$ cat src/sv/epb_pkg.sv
// Shared types, constants, preset poses and the control program of the eyelid pose blender.
package epb_pkg;

   localparam int POSE_N = 12;

   localparam logic [15:0] FRAC_ONE   = 16'd32768;
   localparam logic [15:0] STEP_RESET = 16'd1638;

   typedef logic [3:0] pose_idx_type;
   typedef logic [3:0] upc_type;

   typedef enum logic [1:0] {
      OP_TICK    = 2'd0,
      OP_EMOTION = 2'd1,
      OP_CLOSE   = 2'd2
   } opcode_type;

   typedef enum logic [1:0] {
      EMO_NONE    = 2'd0,
      EMO_NORMAL  = 2'd1,
      EMO_SHY     = 2'd2,
      EMO_UNKNOWN = 2'd3
   } emotion_type;

   typedef struct packed {
      logic [1:0]  opcode;
      logic [15:0] close_value;
      logic [1:0]  emotion_code;
   } req_type;

   typedef struct packed {
      logic signed [15:0] upper_angle;
      logic signed [15:0] upper_x;
      logic signed [15:0] upper_y;
      logic signed [15:0] lower_angle;
      logic signed [15:0] lower_x;
      logic signed [15:0] lower_y;
   } rsp_type;

   // Operands handed to the blend unit: result = a + (b - a) * f, rounded.
   typedef struct packed {
      logic signed [15:0] a;
      logic signed [15:0] b;
      logic [15:0]        f;
   } mix_op_type;

   // Preset poses, indexed by emotion code and then lid*6 + pose*3 + item.
   localparam logic signed [15:0] PRESET [3][POSE_N] = '{
      '{16'sd0, 16'sd0, 16'sd512, 16'sd0, 16'sd0, 16'sd512,
        16'sd0, 16'sd0, -16'sd512, 16'sd0, 16'sd0, -16'sd512},
      '{16'sd0, 16'sd0, 16'sd384, 16'sd0, 16'sd0, 16'sd128,
        16'sd0, 16'sd0, -16'sd410, 16'sd0, 16'sd0, -16'sd384},
      '{-16'sd2560, 16'sd0, 16'sd307, 16'sd0, 16'sd0, 16'sd128,
        16'sd0, 16'sd0, -16'sd410, 16'sd0, 16'sd0, -16'sd384}
   };

   typedef enum logic [2:0] {
      ACT_NONE,
      ACT_PROGRESS,
      ACT_ISSUE_BLEND,
      ACT_WB_POSE,
      ACT_LOAD_A,
      ACT_ISSUE_CLOSE,
      ACT_WB_OUT,
      ACT_PUSH
   } act_type;

   typedef enum logic [2:0] {
      COND_NEVER,
      COND_SETTLED,
      COND_MORE_POSE,
      COND_MORE_OUT,
      COND_RSP_BLOCKED
   } cond_type;

   typedef struct packed {
      act_type  act;
      cond_type cond;
      upc_type  target;
   } ucode_type;

   localparam upc_type UPC_PROGRESS = 4'd0;
   localparam upc_type UPC_BLEND    = 4'd1;
   localparam upc_type UPC_CLOSE    = 4'd4;
   localparam upc_type UPC_PUSH     = 4'd8;

   // Control program for one frame tick. A jump is taken when its condition holds.
   function automatic ucode_type ucode_rom(upc_type upc);
      ucode_type uw;
      case (upc)
         4'd0:    uw = '{act: ACT_PROGRESS,    cond: COND_SETTLED,     target: UPC_CLOSE};
         4'd1:    uw = '{act: ACT_ISSUE_BLEND, cond: COND_NEVER,       target: UPC_PROGRESS};
         4'd2:    uw = '{act: ACT_NONE,        cond: COND_NEVER,       target: UPC_PROGRESS};
         4'd3:    uw = '{act: ACT_WB_POSE,     cond: COND_MORE_POSE,   target: UPC_BLEND};
         4'd4:    uw = '{act: ACT_LOAD_A,      cond: COND_NEVER,       target: UPC_PROGRESS};
         4'd5:    uw = '{act: ACT_ISSUE_CLOSE, cond: COND_NEVER,       target: UPC_PROGRESS};
         4'd6:    uw = '{act: ACT_NONE,        cond: COND_NEVER,       target: UPC_PROGRESS};
         4'd7:    uw = '{act: ACT_WB_OUT,      cond: COND_MORE_OUT,    target: UPC_CLOSE};
         4'd8:    uw = '{act: ACT_PUSH,        cond: COND_RSP_BLOCKED, target: UPC_PUSH};
         default: uw = '{act: ACT_NONE,        cond: COND_NEVER,       target: UPC_PROGRESS};
      endcase
      return uw;
   endfunction

endpackage

$ cat src/sv/epb_mix.sv
// Two-stage pipelined blend unit: a + round((b - a) * f / 32768).
module epb_mix (
   input  logic                clock,
   input  logic                load,
   input  epb_pkg::mix_op_type op,
   output logic signed [15:0]  result
);

   localparam logic signed [33:0] ROUND_HALF = 34'sd16384;

   logic signed [15:0] a_s1_ff;
   logic signed [16:0] diff_s1_ff;
   logic [15:0]        f_s1_ff;
   logic signed [15:0] a_s2_ff;
   logic signed [33:0] prod_s2_ff;
   logic signed [33:0] rounded;

   always_ff @(posedge clock) begin
      if (load) begin
         a_s1_ff    <= op.a;
         diff_s1_ff <= {op.b[15], op.b} - {op.a[15], op.a};
         f_s1_ff    <= op.f;
      end
      a_s2_ff    <= a_s1_ff;
      prod_s2_ff <= diff_s1_ff * $signed({1'b0, f_s1_ff});
   end

   // The blend is convex, so the low 16 bits of the sum are the whole answer.
   assign rounded = prod_s2_ff + ROUND_HALF;
   assign result  = a_s2_ff + rounded[30:15];

endmodule

$ cat src/sv/eyelid_pose_blender.sv
// Eyelid pose blender: emotion transitions and close blend of two eyelid poses.
// Emotion and close-fraction commands take effect in the cycle they are accepted.
// A frame tick with work pending runs a microcoded program: twelve pose blends and six
// close blends while a transition is in progress, only the six close blends once it has settled.
// One shared two-stage blend unit does all of them; ticks are taken one at a time.
// Synchronous reset loads the normal preset everywhere, clears progress and close fraction.
module eyelid_pose_blender (
   input  logic             clock,
   input  logic             reset,
   input  logic             req_valid,
   output logic             req_stall,
   input  epb_pkg::req_type req_data,
   output logic             rsp_valid,
   input  logic             rsp_stall,
   output epb_pkg::rsp_type rsp_data,
   input  logic             csr_wr_en,
   input  logic [15:0]      csr_wr_data
);

   // Pose indexes: the closed pose sits three entries after its open pose, and the
   // open items of the two lids are indexes 0 to 2 and 6 to 8.
   localparam epb_pkg::pose_idx_type CLOSED_OFS      = 4'd3;
   localparam epb_pkg::pose_idx_type LAST_POSE       = 4'(epb_pkg::POSE_N - 1);
   localparam epb_pkg::pose_idx_type UPPER_LAST_OPEN = 4'd2;
   localparam epb_pkg::pose_idx_type LOWER_FIRST_OPEN = 4'd6;
   localparam epb_pkg::pose_idx_type LOWER_LAST_OPEN = 4'd8;

   // Pose state and transition control.
   logic signed [15:0] cur_ff [epb_pkg::POSE_N];
   logic signed [15:0] old_ff [epb_pkg::POSE_N];
   logic signed [15:0] tgt_ff [epb_pkg::POSE_N];
   logic [15:0]        progress_ff;
   logic [15:0]        close_ff;
   logic               pending_ff;
   logic [1:0]         emotion_ff;
   logic [15:0]        step_ff;

   // Sequencer.
   logic                  busy_ff;
   epb_pkg::upc_type      upc_ff;
   epb_pkg::upc_type      upc_in;
   epb_pkg::pose_idx_type idx_ff;
   epb_pkg::ucode_type    uw;
   logic                  cond_hit;

   // Datapath around the shared blend unit.
   logic signed [15:0]    a_hold_ff;
   logic signed [15:0]    res_ff [6];
   epb_pkg::pose_idx_type rd_addr;
   logic signed [15:0]    cur_rd;
   epb_pkg::mix_op_type   mix_op;
   logic                  mix_load;
   logic signed [15:0]    mix_result;
   logic [2:0]            out_slot;
   logic [16:0]           progress_sum;
   logic [15:0]           close_sat;

   logic             rsp_valid_ff;
   epb_pkg::rsp_type rsp_data_ff;

   logic req_accept;
   logic push_now;

   assign req_stall  = busy_ff;
   assign req_accept = req_valid && !req_stall;
   assign rsp_valid  = rsp_valid_ff;
   assign rsp_data   = rsp_data_ff;

   assign uw = epb_pkg::ucode_rom(upc_ff);

   always_comb begin
      case (uw.cond)
         epb_pkg::COND_NEVER:       cond_hit = 1'b0;
         epb_pkg::COND_SETTLED:     cond_hit = progress_ff >= epb_pkg::FRAC_ONE;
         epb_pkg::COND_MORE_POSE:   cond_hit = idx_ff != LAST_POSE;
         epb_pkg::COND_MORE_OUT:    cond_hit = idx_ff != LOWER_LAST_OPEN;
         epb_pkg::COND_RSP_BLOCKED: cond_hit = rsp_valid_ff && rsp_stall;
         default:                   cond_hit = 1'b0;
      endcase
      upc_in = cond_hit ? uw.target : upc_ff + 4'd1;
   end

   // The output register takes the new item once it is empty or being emptied.
   assign push_now = busy_ff && (uw.act == epb_pkg::ACT_PUSH) && !cond_hit;

   // The current pose array has one read port; the close step reads the closed pose.
   assign rd_addr = (uw.act == epb_pkg::ACT_ISSUE_CLOSE) ? idx_ff + CLOSED_OFS : idx_ff;
   assign cur_rd  = cur_ff[rd_addr];

   always_comb begin
      mix_load = 1'b0;
      mix_op   = '{a: a_hold_ff, b: cur_rd, f: close_ff};
      if (busy_ff && uw.act == epb_pkg::ACT_ISSUE_BLEND) begin
         mix_load = 1'b1;
         mix_op   = '{a: old_ff[idx_ff], b: tgt_ff[idx_ff], f: progress_ff};
      end else if (busy_ff && uw.act == epb_pkg::ACT_ISSUE_CLOSE) begin
         mix_load = 1'b1;
      end
   end

   epb_mix u_mix (
      .clock  (clock),
      .load   (mix_load),
      .op     (mix_op),
      .result (mix_result)
   );

   assign out_slot     = (idx_ff < LOWER_FIRST_OPEN) ? idx_ff[2:0] : 3'(idx_ff - CLOSED_OFS);
   assign progress_sum = {1'b0, progress_ff} + {1'b0, step_ff};
   assign close_sat    = (req_data.close_value > epb_pkg::FRAC_ONE) ? epb_pkg::FRAC_ONE
                                                                    : req_data.close_value;

   // Control and pose state.
   always_ff @(posedge clock) begin
      if (reset) begin
         for (int i = 0; i < epb_pkg::POSE_N; i++) begin
            cur_ff[i] <= epb_pkg::PRESET[epb_pkg::EMO_NORMAL][i];
            old_ff[i] <= epb_pkg::PRESET[epb_pkg::EMO_NORMAL][i];
            tgt_ff[i] <= epb_pkg::PRESET[epb_pkg::EMO_NORMAL][i];
         end
         progress_ff  <= '0;
         close_ff     <= '0;
         pending_ff   <= 1'b1;
         emotion_ff   <= epb_pkg::EMO_NORMAL;
         step_ff      <= epb_pkg::STEP_RESET;
         busy_ff      <= 1'b0;
         upc_ff       <= epb_pkg::UPC_PROGRESS;
         idx_ff       <= '0;
         rsp_valid_ff <= 1'b0;
      end else begin
         if (csr_wr_en) begin
            step_ff <= csr_wr_data;
         end

         // A departing item is replaced in the same cycle when the program pushes.
         if (rsp_valid_ff && !rsp_stall && !push_now) begin
            rsp_valid_ff <= 1'b0;
         end

         if (req_accept) begin
            case (req_data.opcode)
               epb_pkg::OP_TICK: begin
                  // A tick with nothing pending is consumed without a result.
                  if (pending_ff) begin
                     busy_ff <= 1'b1;
                     upc_ff  <= epb_pkg::UPC_PROGRESS;
                     idx_ff  <= '0;
                  end
               end
               epb_pkg::OP_EMOTION: begin
                  if (req_data.emotion_code != emotion_ff) begin
                     emotion_ff <= req_data.emotion_code;
                     for (int i = 0; i < epb_pkg::POSE_N; i++) begin
                        old_ff[i] <= cur_ff[i];
                        if (req_data.emotion_code != epb_pkg::EMO_UNKNOWN) begin
                           tgt_ff[i] <= epb_pkg::PRESET[req_data.emotion_code][i];
                        end
                     end
                     progress_ff <= '0;
                     pending_ff  <= 1'b1;
                  end
               end
               epb_pkg::OP_CLOSE: begin
                  if (close_sat != close_ff) begin
                     close_ff   <= close_sat;
                     pending_ff <= 1'b1;
                  end
               end
               default: begin
               end
            endcase
         end

         if (busy_ff) begin
            upc_ff <= upc_in;
            case (uw.act)
               epb_pkg::ACT_PROGRESS: begin
                  idx_ff <= '0;
                  if (progress_ff < epb_pkg::FRAC_ONE) begin
                     progress_ff <= (progress_sum > {1'b0, epb_pkg::FRAC_ONE})
                                    ? epb_pkg::FRAC_ONE : progress_sum[15:0];
                  end
               end
               epb_pkg::ACT_WB_POSE: begin
                  cur_ff[idx_ff] <= mix_result;
                  idx_ff         <= cond_hit ? idx_ff + 4'd1 : '0;
               end
               epb_pkg::ACT_WB_OUT: begin
                  idx_ff <= (idx_ff == UPPER_LAST_OPEN) ? LOWER_FIRST_OPEN : idx_ff + 4'd1;
               end
               epb_pkg::ACT_PUSH: begin
                  // The next accepted tick restarts the program counter.
                  if (push_now) begin
                     rsp_valid_ff <= 1'b1;
                     busy_ff      <= 1'b0;
                     if (progress_ff >= epb_pkg::FRAC_ONE) begin
                        pending_ff <= 1'b0;
                     end
                  end
               end
               default: begin
               end
            endcase
         end
      end
   end

   // Datapath registers without reset.
   always_ff @(posedge clock) begin
      if (busy_ff && uw.act == epb_pkg::ACT_LOAD_A) begin
         a_hold_ff <= cur_rd;
      end
      if (busy_ff && uw.act == epb_pkg::ACT_WB_OUT) begin
         res_ff[out_slot] <= mix_result;
      end
      if (push_now) begin
         rsp_data_ff <= '{upper_angle: res_ff[0], upper_x: res_ff[1], upper_y: res_ff[2],
                          lower_angle: res_ff[3], lower_x: res_ff[4], lower_y: res_ff[5]};
      end
   end

endmodule

$ cat config.mk
export PLATFORM = sky130hd
export DESIGN_NAME = eyelid_pose_blender
export DESIGN_NICKNAME = d
export VERILOG_FILES = /design/src/sv/epb_pkg.sv /design/src/sv/epb_mix.sv /design/src/sv/eyelid_pose_blender.sv
export SDC_FILE = /design/constraint.sdc
export NUM_CORES = 2
export LEC_CHECK = 0
export BUFFER_PORTS_ARGS = -buffer_cell sky130_fd_sc_hd__buf_2
export CAP_MARGIN = 10
export CELL_PAD_IN_SITES_DETAIL_PLACEMENT = 1
export CELL_PAD_IN_SITES_GLOBAL_PLACEMENT = 1
export CORE_UTILIZATION = 56
export DETAILED_ROUTE_END_ITERATION = 12
export HOLD_SLACK_MARGIN = 0.08
export PLACE_DENSITY_LB_ADDON = 0.1
export SYNTH_ARGS = -nofsm -noshare
export SYNTH_HDL_FRONTEND = slang
export SYNTH_SLANG_ARGS = --single-unit
$ cat constraint.sdc
create_clock -name clock -period 23.8 [get_ports clock]
set_input_delay 5.95 -clock clock [delete_from_list [all_inputs] [get_ports clock]]
set_output_delay 5.95 -clock clock [all_outputs]
set_load 0.02 [all_outputs]
== After elaboration in Yosys (flattened, before gate mapping) ==
Memories as Yosys holds them, arrays and structs flattened. A register that Yosys moved wholly into a read port is not among the register bits.
Index checks and enable logic that the tools add are counted.

* Bits in registers: 173
* RAM bits: 672
* ROM bits: 144
* Input port bits: 41
* Output and inout bits: 98
* Logic and storage cells: 198
* Memories: 5

* Add/sub/neg operators: 8
* $mul: 1
* Magnitude comparators: 6
* Eq/ne operators: 19
* Muxes and demuxes: 97
* Bitwise gates (word level): 25
* Reductions and logical operators: 22

{| class="wikitable"
|+ Memory list
! memory !! depth !! width !! read ports !! clocked after memory_dff !! wr ports !! line !! source
|-
| cur_ff || 12 || 16 || 13 || 0 || 12 || eyelid_pose_blender.sv:29 || <nowiki>logic signed [15:0] cur_ff [epb_pkg::POSE_N];</nowiki>
|-
| old_ff || 12 || 16 || 1 || 1 || 12 || eyelid_pose_blender.sv:30 || <nowiki>logic signed [15:0] old_ff [epb_pkg::POSE_N];</nowiki>
|-
| tgt_ff || 12 || 16 || 1 || 1 || 12 || eyelid_pose_blender.sv:31 || <nowiki>logic signed [15:0] tgt_ff [epb_pkg::POSE_N];</nowiki>
|-
| (no name shown) || 16 || 9 || 1 || 1 || 0 || epb_pkg.sv:90 || <nowiki>case (upc)</nowiki>
|-
| res_ff || 6 || 16 || 6 || 6 || 1 || eyelid_pose_blender.sv:48 || <nowiki>logic signed [15:0] res_ff [6];</nowiki>
|}

{| class="wikitable"
|+ Operators with widths
! kind !! count
|-
| 2-to-1 mux 16 bit || 33
|-
| binary-select mux 192 bit (select 2 bit) || 1
|-
| 2-to-1 mux 192 bit || 2
|-
| 2-to-1 mux 4 bit || 17
|-
| 2-to-1 mux 48 bit || 1
|-
| 2-to-1 mux 1 bit || 39
|-
| adder 31 x 16 -> 31 bit, second input constant || 1
|-
| multiplier 17 x 17 -> 31 bit || 1
|-
| OR 1 bit || 24
|-
| adder 16 x 16 -> 17 bit || 1
|-
| > comparator 17 x 16 -> 1 bit, second input constant || 1
|-
| subtractor 16 x 16 -> 17 bit || 1
|-
| adder 16 bit || 1
|-
| greater-or-equal comparator 16 bit, second input constant || 1
|-
| > comparator 16 bit, second input constant || 1
|-
| < comparator 16 bit, second input constant || 1
|-
| inequality test 16 bit || 1
|-
| OR reduction 16 bit || 1
|-
| equality test 3 bit, second input constant || 5
|-
| equality test 3 x 2 -> 1 bit, second input constant || 4
|-
| case mux 4 bit (3 select lines) || 1
|-
| logical AND 1 bit || 10
|-
| AND reduction 3 bit || 3
|-
| adder 4 x 1 -> 4 bit, second input constant || 2
|-
| other kinds (18) || 25
|}

== Depth between registers and ports, before layout ==
* Word-level depth: 10
* Depth in mapped cells: 23
* Gate-level depth less buffers: 21

== Modules after synthesis ==
Synthesis repeated with hierarchy kept, for this count alone.

* Cells, all modules: 3339
* Area total of the unflattened synthesis: 44118.6 sq um

{| class="wikitable"
|+ By module, submodules not included
! module !! instances !! cells an instance !! area each (sq um) !! seq. area each (sq um)
|-
| eyelid_pose_blender || 1 || 1988 || 30924.7 || 21270.4
|-
| epb_mix || 1 || 1351 || 13193.9 || 2132.0
|}

== Worst setup path before layout ==
No wires, ideal clock.

* Path type: input port to flip-flop
* Start: input port rsp_stall
* End: register pending_ff
* Setup time: 0.420 ns
* Arrival: 13.357 ns
* Required time: 23.380 ns
* Slack: 10.024 ns
* Stages: 4
* Path buffers: 0
* Path through: nand4_1 -> o21ai_4 -> nor3_1 -> a32oi_1

* Cells in the longest elaborated chain, start to end: 7

{| class="wikitable"
|+ Ends and longest elaborated chain
! what !! line !! source
|-
| start: declaration || eyelid_pose_blender.sv:14 || <nowiki>input logic rsp_stall,</nowiki>
|-
| logical AND 1 bit || eyelid_pose_blender.sv:77 || <nowiki>epb_pkg::COND_RSP_BLOCKED: cond_hit = rsp_valid_ff && rsp_stall;</nowiki>
|-
| case mux 1 bit (4 select lines) || eyelid_pose_blender.sv:72 || <nowiki>case (uw.cond)</nowiki>
|-
| logical NOT 1 bit || eyelid_pose_blender.sv:84 || <nowiki>assign push_now = busy_ff && (uw.act == epb_pkg::ACT_PUSH) && !cond_hit;</nowiki>
|-
| logical AND 1 bit || eyelid_pose_blender.sv:84 ||
|-
| net push_now || eyelid_pose_blender.sv:62 || <nowiki>logic push_now;</nowiki>
|-
| 2-to-1 mux 1 bit || eyelid_pose_blender.sv:193 || <nowiki>if (push_now) begin</nowiki>
|-
| 2-to-1 mux 1 bit || eyelid_pose_blender.sv:176 || <nowiki>case (uw.act)</nowiki>
|-
| 2-to-1 mux 1 bit || eyelid_pose_blender.sv:174 || <nowiki>if (busy_ff) begin</nowiki>
|-
| end signal: assignment || eyelid_pose_blender.sv:123 || <nowiki>pending_ff <= 1'b1;</nowiki>
|-
| end signal: assignment || eyelid_pose_blender.sv:166 || <nowiki>pending_ff <= 1'b1;</nowiki>
|-
| end signal: assignment || eyelid_pose_blender.sv:197 || <nowiki>pending_ff <= 1'b0;</nowiki>
|-
| end: declaration || eyelid_pose_blender.sv:34 || <nowiki>logic pending_ff;</nowiki>
|}

The timed path passes the listed nets, and every way through them passes these cells.
A chain may end at the register's enable or synchronous reset.

==> run metrics <==
RR Endpoint u_mix.diff_s1_ff[15]; Clock Path Buffers 3; layout cell share with drive strength beyond 1 0.135; DR vias/cell 5.91; Hold Path Class reg -> reg; Post-route DRC 0; Post-Route WL 120 mm; hold path start u_mix.a_s1_ff[6]; Seq/Total Area, Yosys 0.534; Pins Over Slew Limit 0; Post-synth top flop edfxtp_1; placed cells about 4.4k; RSZ-0062 raised after global routing false; Synth area leader edfxtp_1; Required @ worst endpoint ~24 ns; CTS tree yes; full die area 79,300 µm²; Critical Path Max Stage Delay roughly 0.70 ns; post-synthesis async set-or-reset flop share 0; YS warnings 0; Peak Freq roughly 120 MHz; cts bufs inserted 84; crit-path max FO 54; Critical Path AT 8.74 ns; Layout Cells excl Fill about 4.6k; IO Count 139; clock slew at reported path FFs 0.06 ns; Root Driver clkbuf_16; wire per inst roughly 26 µm; global route overflow 0; nets roughly 4k; Buffers on Ports roughly 140; Crit Reg-Reg Startpoint idx_ff[1]; Net Count, Synth ~3.8k; Initial DRT Pass Iterations 5; Fin Clk Skew between 0.04 and 0.05 ns; syn_area_per_cell between 10 and 15 µm²; post-CTS setup buffer count 0; antenna-violating nets left 0; post-CTS sizing 0; worst path cell trace buf_2 > buf_4 > buf_4 > nor3_1 > buf_4 > nand3_1 > nand2_1; Tmin final about 8.6 ns; chip height between 200 and 300 µm; Worst Path Buf+Inv 4; share of the synthesized area in the top cell type 0.488; CP top delay family simple AND/OR/NAND/NOR gates; post-synthesis register bit count just over 800; first-pass GRT wire length roughly 180 mm; GR Util All Layers 0.312; die extent in x between 200 and 300 µm; worst-case reg-to-reg path depth 16; worst skew pair latency 0.67 ns; Worst Tran Pin Value approximately 1.2 ns; Setup Crit Path Kind in -> reg; Vias about 27k; Setup crit end kind flop; Pwr Density about 64 nW/µm²; Core Area 77,500 µm²; hold path depth 0; largest cells by area after synthesis edfxtp_1 (49%), fa_1 (12%), mux4_2 (6.6%); vias in the first global route around 30k; Setup crit start kind input pin; worst vdd ir 0.0776 mV; Synth cell types 89; Min-Delay Endpoint u_mix.a_s2_ff[6]; H-Tree Depth 3; Layout area overhead 10.4%; Final Hold Vio Count 0; Tcrit/Tclk final 0.360; Crit-path slowest cell nand2_1; DR iter-0 viols 2,378; DPL Wire Length ~85 mm; CTS sink count between 800 and 900; status complete, no violations; Worst slew margin 0.173; final setup violation count 0; MaxCap Viol Count 0; CP most frequent cell buf_4; cts-stage hold buffer count 0; Synth Instances 3,388; Post-synth EDFFs roughly 710; Initial Util 0.565; Placer Congestion around 0.87; Worst R2R Setup Slack 16.63 ns; Total Negative Setup Slacks 0 ns; mapped cell area around 44,000 µm²; FP Rows between 100 and 150; antenna violations before repair 1; Pleak 19.2 nW; largest net degree at the start of global routing 195
-- power breakdown --
part           switching, mW  internal [mW]  total (mW)  leakage (nW)
Combinational          0.103         0.0513       0.154          10.2
Sequential            0.0238           1.59        1.61          7.66
Clock                  0.577          0.759        1.34          1.36
Total                  0.704           2.40        3.10          19.2
-- registers in the layout, summed over array words and instances, names as in the netlist, 2 cells and up --
signal            cells
emotion_ff            2
tgt_ff                7
u_mix.prod_s2_ff     17
old_ff              192
u_mix.a_s2_ff        16
a_hold_ff            16
step_ff              16
res_ff               96
cur_ff              256
idx_ff                4
u_mix.diff_s1_ff     17
u_mix.a_s1_ff        16
rsp_data             96
close_ff             16
u_mix.f_s1_ff        16
upc_ff                4
uw                    7
progress_ff          16
-- cell families after synthesis --
family	after synthesis	share of synthesized area
simple gates	1130	0.125
flops	813	0.534
buf+inv	519	0.0463
fa+ha+maj	403	0.160
compound gates	260	0.0398
mux	169	0.0753
xor+xnor	94	0.0194
-- worst max path at each step --
stage	start	end	slack [ns]	depth (start not counted)
2_1_floorplan	rsp_stall	pending_ff	10.02	4
3_3_place_gp	reset	cur_ff[6][4]	14.75	7
3_5_place_dp	reset	cur_ff[6][1]	14.60	7
4_1_cts	reset	cur_ff[6][1]	15.25	7
5_1_grt	reset	cur_ff[5][5]	15.06	7
6_report	reset	cur_ff[5][5]	15.23	7
-- layout by cell type, fill, tap and decap left out, drive strengths merged, types with 9 or more instances in the layout --
cell type	instances
nand2	346
dfxtp	101
a21o	18
or3b	9
nor2b	38
fa	260
and2	285
clkinv	41
xor2	26
a21oi	69
and3	15
mux2i	39
ha	143
edfxtp	712
or2	16
mux4	128
a31oi	13
nor3	26
buf	179
clkbuf	99
nand3	51
o21ai	45
nor2	290
inv	363
o21a	15
or3	20
xnor2	68
o211ai	24
nand4	9
-- metal layers --
| metal | vias to the layer above | track usage | part of all wire |
|---|---|---|---|
| met5 | - | 0 | 0 |
| met4 | 0 | 0.133 | 0.043 |
| met3 | 257 | 0.0402 | 0.053 |
| met2 | 868 | 0.548 | 0.52 |
| met1 | 14200 | 0.390 | 0.39 |
| li1 | 11800 | - | - |
-- synthesized netlist by cell type, types with 9 or more instances --
library cell / number
mux2i_1: 39
ha_1: 143
xor2_1: 26
buf_2: 15
a21o_1: 18
inv_1: 359
o21ai_1: 15
nor2_1: 288
nand2_1: 345
nor2b_1: 37
fa_1: 260
nor3_1: 26
xnor2_1: 66
nand3_1: 51
or2_2: 14
a31oi_1: 13
mux4_2: 128
buf_4: 10
edfxtp_1: 712
nand4_1: 9
and2_1: 285
o21ai_0: 29
dfxtp_1: 101
or3_1: 20
clkbuf_1: 127
o21a_1: 15
and3_1: 15
a21oi_1: 69
o211ai_1: 23
-- area by class of cell --
class | count | area [µm²]
Antenna cell | 3 | 7.51
Clock buffer | 99 | 2210
Clock inverter | 54 | 583
Sequential cell | 813 | 23400
Inverter | 361 | 1360
Multi-Input combinational cell | 2056 | 18400
Fill cell | 7518 | 29100
Timing Repair Buffer | 179 | 1020
Tap cell | 1040 | 1300
-- worst reg2reg max path, stage by stage, from the launching register on --
cell and delay, ns:
dfxtp_2 0.71, clkinv_1 0.56, ha_1 0.59, a21oi_4 0.70, buf_4 0.82, mux4_2 0.54
mux4_2 0.54, a21o_1 0.24, ha_1 0.28, nor2b_1 0.15, o211ai_1 0.20, and3_1 0.23
o31ai_1 0.14, o41ai_1 0.65, o2111ai_1 0.21, a21oi_1 0.27, xnor2_1 0.09
-- per-stage QoR --
step	area [µm²]	worst slack, ns	hold slack [ns]	utilization	power [mW]
6_report	48300	15.23	0.318	0.624	3.10
5_1_grt	48300	15.06	0.326	0.624	3.18
4_1_cts	48300	15.25	0.315	0.624	3.11
3_5_place_dp	45500	14.60	0.329	0.588	1.79
3_3_place_gp	45500	14.75	0.324	0.588	1.78
2_1_floorplan	43800	10.02	0.323	-	1.73
Power figures use the tool's default switching activity.
